### src/rtl/core/cms_pkg.sv
// ----------------------------------------------------------------------------
// Column band check package
// Shared widths, fixed-point constants, operation and command codes, and the
// structures that pass between the front end and the back end.
// ----------------------------------------------------------------------------
`default_nettype none

package cms_pkg;

    localparam int PIXEL_BITS  = 8;
    localparam int COL_W       = 12;
    localparam int CC_W        = 13;
    localparam int GAIN_W      = 10;
    localparam int DIFF_W      = 11;
    localparam int MEAN_W      = 16;
    localparam int VAR_W       = 24;
    localparam int BAND_W      = 12;
    localparam int ROWS_W      = 16;
    localparam int K_W         = ROWS_W + 1;
    localparam int MEAN_FRAC   = 16 - PIXEL_BITS;
    localparam int VAR_FRAC    = 24 - 2 * PIXEL_BITS;
    localparam int SD_FRAC     = VAR_FRAC / 2;
    localparam int BAND_FRAC   = SD_FRAC + 8;
    localparam int MEAN_ALIGN  = BAND_FRAC - MEAN_FRAC;
    localparam int SQ_SHIFT    = 2 * MEAN_FRAC - VAR_FRAC;

    // Reciprocals are floor(2^RECIP_SHIFT / k); every dividend stays below 2^RECIP_SHIFT.
    localparam int RECIP_SHIFT = 25;
    localparam int RECIP_W     = RECIP_SHIFT + 1;
    localparam int NUM_W       = RECIP_SHIFT;
    localparam int PROD_W      = NUM_W + RECIP_W;
    localparam int DD_W        = MEAN_W;
    localparam int SQ_W        = 2 * DD_W;

    localparam int SQRT_IN_W   = VAR_W + 2;
    localparam int SQRT_OUT_W  = SQRT_IN_W / 2;
    localparam int SD_W        = SQRT_OUT_W;
    localparam int HALF_W      = SD_W + GAIN_W;
    localparam int BANDV_W     = HALF_W + 2;

    localparam logic [GAIN_W-1:0] GAIN_MIN   = GAIN_W'(26);
    localparam logic [GAIN_W-1:0] GAIN_MAX   = GAIN_W'(768);
    localparam logic [ROWS_W-1:0] ROWS_MAX   = '1;
    localparam logic [VAR_W-1:0]  VAR_MAX    = '1;
    localparam logic [CC_W-1:0]   CC_RESET   = CC_W'(4096);
    localparam logic [GAIN_W-1:0] GAIN_RESET = GAIN_W'(256);

    typedef enum logic [1:0] {
        OP_TRAIN   = 2'd0,
        OP_FINISH  = 2'd1,
        OP_CHECK   = 2'd2,
        OP_RESTART = 2'd3
    } t_op;

    typedef enum logic {
        CFG_COLUMN_COUNT = 1'b0,
        CFG_SIGMA_GAIN   = 1'b1
    } t_cfg_index;

    typedef enum logic [2:0] {
        CMD_TRAIN,
        CMD_ROWS,
        CMD_FINISH,
        CMD_CHECK,
        CMD_RESTART
    } t_cmd_kind;

    typedef struct packed {
        t_cmd_kind             kind;
        logic [COL_W-1:0]      column;
        logic [PIXEL_BITS-1:0] pixel;
        logic                  end_of_row;
    } t_cmd;

    typedef struct packed {
        logic not_empty;
        t_cmd cmd;
    } t_queue_head;

    typedef struct packed {
        logic pop;
        logic clearing;
    } t_back_ctl;

    typedef enum logic [4:0] {
        BK_CLEAR,
        BK_IDLE,
        BK_TRAIN_RD,
        BK_TRAIN_D,
        BK_TRAIN_SQ,
        BK_DIV_MUL,
        BK_DIV_BACK,
        BK_DIV_FIX,
        BK_TRAIN_WR,
        BK_ROWS,
        BK_RECIP,
        BK_FIN_RD,
        BK_FIN_ROOT,
        BK_FIN_WAIT,
        BK_FIN_MUL,
        BK_FIN_BAND,
        BK_CHK_RD,
        BK_CHK_OUT
    } t_back_state;

endpackage

`default_nettype wire

### src/rtl/core/cms_front.sv
// ----------------------------------------------------------------------------
// Command front end
// Accepts items, drops those that have no effect, classifies the rest and
// holds them in a short queue for the back end.
// ----------------------------------------------------------------------------
`default_nettype none

module cms_front #(
    parameter int ADDR_W = 12
) (
    input  logic                           i_clk,
    input  logic                           i_rst_n,
    input  logic                           i_start,
    output logic                           o_busy,
    input  logic [1:0]                     i_operation,
    input  logic [cms_pkg::COL_W-1:0]      i_column,
    input  logic [cms_pkg::PIXEL_BITS-1:0] i_pixel,
    input  logic                           i_end_of_row,
    input  logic [ADDR_W-1:0]              i_col_last,
    input  cms_pkg::t_back_ctl             i_back,
    output cms_pkg::t_queue_head           o_head
);
    import cms_pkg::*;

    localparam int DEPTH = 4;
    localparam int PTR_W = $clog2(DEPTH);

    t_cmd             r_q [DEPTH];
    logic [PTR_W-1:0] r_wr_ptr;
    logic [PTR_W-1:0] r_rd_ptr;
    logic [PTR_W:0]   r_count;
    logic             accept;
    logic             col_ok;
    logic             push;
    logic             pop;
    t_cmd             item;

    assign col_ok = 16'(i_column) <= 16'(i_col_last);
    assign accept = i_start && !o_busy;
    assign pop    = i_back.pop && (r_count != '0);

    always_comb begin
        item.column     = i_column;
        item.pixel      = i_pixel;
        item.end_of_row = i_end_of_row;
        item.kind       = CMD_RESTART;
        push            = 1'b0;
        unique case (t_op'(i_operation))
            OP_TRAIN: begin
                // An out-of-range column still advances the row count.
                item.kind = col_ok ? CMD_TRAIN : CMD_ROWS;
                push      = accept && (col_ok || i_end_of_row);
            end
            OP_FINISH: begin
                item.kind = CMD_FINISH;
                push      = accept;
            end
            OP_CHECK: begin
                item.kind = CMD_CHECK;
                push      = accept && col_ok;
            end
            OP_RESTART: begin
                item.kind = CMD_RESTART;
                push      = accept;
            end
            default: begin
                push = 1'b0;
            end
        endcase
    end

    always_ff @(posedge i_clk) begin
        if (!i_rst_n) begin
            r_wr_ptr <= '0;
            r_rd_ptr <= '0;
            r_count  <= '0;
        end else begin
            if (push) begin
                r_wr_ptr <= r_wr_ptr + PTR_W'(1);
            end
            if (pop) begin
                r_rd_ptr <= r_rd_ptr + PTR_W'(1);
            end
            r_count <= r_count + (PTR_W + 1)'(push) - (PTR_W + 1)'(pop);
        end
    end

    always_ff @(posedge i_clk) begin
        if (push) begin
            r_q[r_wr_ptr] <= item;
        end
    end

    assign o_busy           = (r_count == (PTR_W + 1)'(DEPTH)) || i_back.clearing;
    assign o_head.not_empty = r_count != '0;
    assign o_head.cmd       = r_q[r_rd_ptr];

endmodule

`default_nettype wire

### config.mk
export PLATFORM = sky130hd
export DESIGN_NAME = cms_front
export DESIGN_NICKNAME = d
export VERILOG_FILES = /design/src/rtl/core/cms_pkg.sv /design/src/rtl/core/cms_front.sv
export SDC_FILE = /design/constraint.sdc
export NUM_CORES = 1
export LEC_CHECK = 0
export BUFFER_PORTS_ARGS = -buffer_cell sky130_fd_sc_hd__buf_2
export CELL_PAD_IN_SITES_DETAIL_PLACEMENT = 0
export CELL_PAD_IN_SITES_GLOBAL_PLACEMENT = 2
export CORE_MARGIN = 2
export CORE_UTILIZATION = 45
export DETAILED_ROUTE_END_ITERATION = 12
export HOLD_SLACK_MARGIN = 0.06
export PLACE_DENSITY = 0.91
export SLEW_MARGIN = 40
export SYNTH_ARGS = -nofsm -noshare
export SYNTH_HDL_FRONTEND = slang
export SYNTH_SLANG_ARGS = --single-unit
### constraint.sdc
create_clock -name i_clk -period 6.6 [get_ports i_clk]
set_input_delay 0.33 -clock i_clk [delete_from_list [all_inputs] [get_ports i_clk]]
set_output_delay 0.33 -clock i_clk [all_outputs]
set_load 0.01 [all_outputs]
==> flow_summary.yaml <==
setup_path:
  required_ns: 6.85
  cp-end-kind: "register"
  cp_num_buf_inv: 3
  cpMostUsedCell: "ha_1"
  cp_max_fo: 7
  worstPathCellList: "buf_2 -> ha_1 -> nand4_1 -> nor2_1 -> a21boi_1 -> a2111o_1 -> a31oi_4 -> inv_1 -> ha_1 -> inv_1 -> ha_1 -> fa_1 -> xnor2_1 -> and2_1"
  slowest_stage: "a2111o_1"
  cp-start-kind: "input pin"
  cp.arrival_ns: 3.10
  critPathKind: "in2reg"
  max_stage_delay_ns: 0.44
  cpLargestDelayFamily: "adder cells"
clocking:
  cts_made_buffers: 9
  cts-root-buf: "clkbuf_8"
  cts.repair.resized: 0
  cts.clk_slew.worst_paths_ns: 0.09
  ctsHtreeMaxLevel: 3
  cts_tree: "yes"
  clockBufferDepth: 2
  clock_latency_ns: 0.36
  ctsHoldBuffers: 0
  cts_setup_buffers: 0
  clock_sink_count: 105
grt:
  grt_pass1_wl_mm: 11.6
  first_global_vias: 2294
  gr-total-overflow: 0
  grt_usage_pct: 15.5
  antenna_found_initial: 0
  grt_max_degree: 25
place:
  portBuffers: 65
  dp_hpwl_mm: 5.08
  gp_congestion: 0.747
power:
  total_power_uw: 1520
  p_leak_uw: 0.00184
  irDropWorstVdd_uv: 195
  p_seq_share_pct: 54.3
  p_sw_share_pct: 26.0
  p_clk_share_pct: 24.6
  power.internal_uw: 1120
  power-per-cell-area_nw_per_um2: 303
  combPwrFrac_pct: 21.1
  switching_power_uw: 395
timing:
  fmax_mhz: 351
  worstMarginPinSlew_ns: 0.635
  fin_crit_sh_pct: 43.2
  finalWorstPathRequiredPeriod_ns: 2.85
  finalHoldViolations: 0
  fin_setup_tns_ns: 0
  skew_ns: 0.00569
  setup_viol: 0
  slew_violations: 0
  max_slew_margin_pct: 57.7
  grt_setup_unrepaired: "no"
finish:
  nFillCells: 750
  num_antenna_cells: 0
  final_nets: 365
  area_delta_synth_final_pct: 15.8
  drive_gt1_share_pct: 35.9
floorplan:
  num_io_pins: 66
  die_x_um: 102
  die_area_um2: 10400
  die_height_um: 102
  core-area_um2: 9280
  initial_core_util_pct: 46.5
  rows: 35
yosys:
  synth_warnings: 0
  synth_most_common_cell: "edfxtp_1"
  synth_nets: 291
  syn-instance-count: 228
  synth.cell_area_um2: 4320
  ys_types: 27
  postSynth.asyncResetShare_pct: 0
  synth_area_leader_cell: "edfxtp_1"
  synth_area_leaders: "edfxtp_1 (67%), mux4_2 (13%), ha_1 (6.4%)"
  synth.avg_cell_area_um2: 18.9
  ys_top_cells_by_count: "edfxtp_1 (96), mux4_2 (24), ha_1 (22), inv_1 (22), and2_1 (12)"
  ys_ff_latch: 105
  yosysSeqAreaShare_pct: 71.0
  synthFlopType: "edfxtp_1"
  yosys.area.top_type_share_pct: 66.8
  synth_edf_count: 96
run_status:
  status: "finished, final reports clean"
flow_run:
  drv_cap: 0
route:
  drc: 0
  wl_mm: 7.45
  ant_nets: 0
  vias: 2151
  detail_route.first_pass.iterations: 4
  avgRoutedWirePerCell_um: 17.1
  drt_iter0_markers: 112
  viasPerCell: 4.94
worst_hold_path:
  hp-class: "in2reg"
[power groups by stage]
stage               Combinational, µW  Sequential (µW)  Clock (µW)
finish                            320              823         372
global placement                  325              840           0
detailed placement                326              843           0
global route                      356              836         410
floorplan                         256              792           0
CTS                               327              828         384
[flip-flops by register name (all words and copies together), names as in the netlist, named ones only]
signal	cells
r_wr_ptr	2
r_count	3
r_rd_ptr	2
r_q	96
[routing by layer]
metal	routed length, µm	global-route usage, %	up-vias	share of wire (%)
met5	0	0	-	0
met4	74	5.64	0	0.99
met3	334	4.38	6	4.5
met2	3850	25.9	51	52
met1	3190	19.5	1071	43
li1	-	-	1023	-
[worst paths after layout]
kind                            slack, ns  cells after the start                      from                       end
worst max register to register       4.24                     11     r_count[1]$_SDFF_PN0_     r_count[2]$_SDFF_PN0_
worst min-delay path                 0.19                      1                i_pixel[6]       r_q[0][7]$_DFFE_PP_
worst max-delay path                 3.75                     14              i_column[10]     r_count[2]$_SDFF_PN0_
worst min register to register       0.51                      2  r_wr_ptr[1]$_SDFFE_PN0P_  r_wr_ptr[1]$_SDFFE_PN0P_
[through the flow]
step           hold WS [ns]  util [%]  instances  setup WS, ns  instance area, µm²
6_report              0.185      53.8        435          3.75                5000
5_1_grt               0.164      53.8        435          3.60                5000
4_1_cts               0.166      53.8        435          3.75                5000
3_5_place_dp          0.502      51.8        420          3.38                4810
3_3_place_gp          0.493      51.8        420          3.44                4810
2_1_floorplan         0.429         -        228          3.71                4320
[placed cells by master (no fill, tap or decap)]
| master | n |
|---|---|
| edfxtp_1 | 96 |
| buf_2 | 65 |
| mux4_2 | 24 |
| inv_1 | 22 |
| ha_1 | 22 |
| and2_1 | 12 |
| clkbuf_8 | 9 |
| dfxtp_1 | 8 |
| nand2_1 | 7 |
| a21oi_1 | 5 |
| buf_4 | 5 |
| nand4_1 | 3 |
| nand3_1 | 3 |
| nor2_1 | 2 |
| mux2i_1 | 2 |
| xor2_1 | 2 |
| xnor2_1 | 2 |
| or3_1 | 1 |
| a211oi_1 | 1 |
| nor2b_1 | 1 |
| o21ai_2 | 1 |
| a21boi_1 | 1 |
| a21o_1 | 1 |
| a2111o_1 | 1 |
| a31oi_4 | 1 |
| o21ai_0 | 1 |
| fa_1 | 1 |
| dfxtp_4 | 1 |
| clkinv_1 | 1 |
| clkinv_4 | 1 |
| clkinv_2 | 1 |
| inv_6 | 1 |
| bufinv_16 | 1 |
| clkbuf_1 | 1 |
[cells by family (layout without fill, tap and decap cells)]
kind of cell / after synthesis / count (layout) / synth area share [%]
and+or+nand+nor: 29 / 29 / 3.60
buffers and inverters: 29 / 107 / 2.61
adders and majority gates: 23 / 23 / 6.84
AOI/OAI and AO/OA: 12 / 12 / 2.17
DFF: 105 / 105 / 71.0
muxes: 26 / 26 / 13.0
xor gates and xnor gates: 4 / 4 / 0.812
[cell type report]
type	instances	area, µm²	share of cell area (%)
flip-flops and latches	105	3070	61.4
clock buffers	10	128	2.55
inverters	22	82.6	1.65
repair buffers	70	363	7.26
well taps	129	161	3.23
multi-input cells	94	1140	22.8
clock inverters	5	56.3	1.13
No activity file was read; power rests on OpenSTA's default activity.
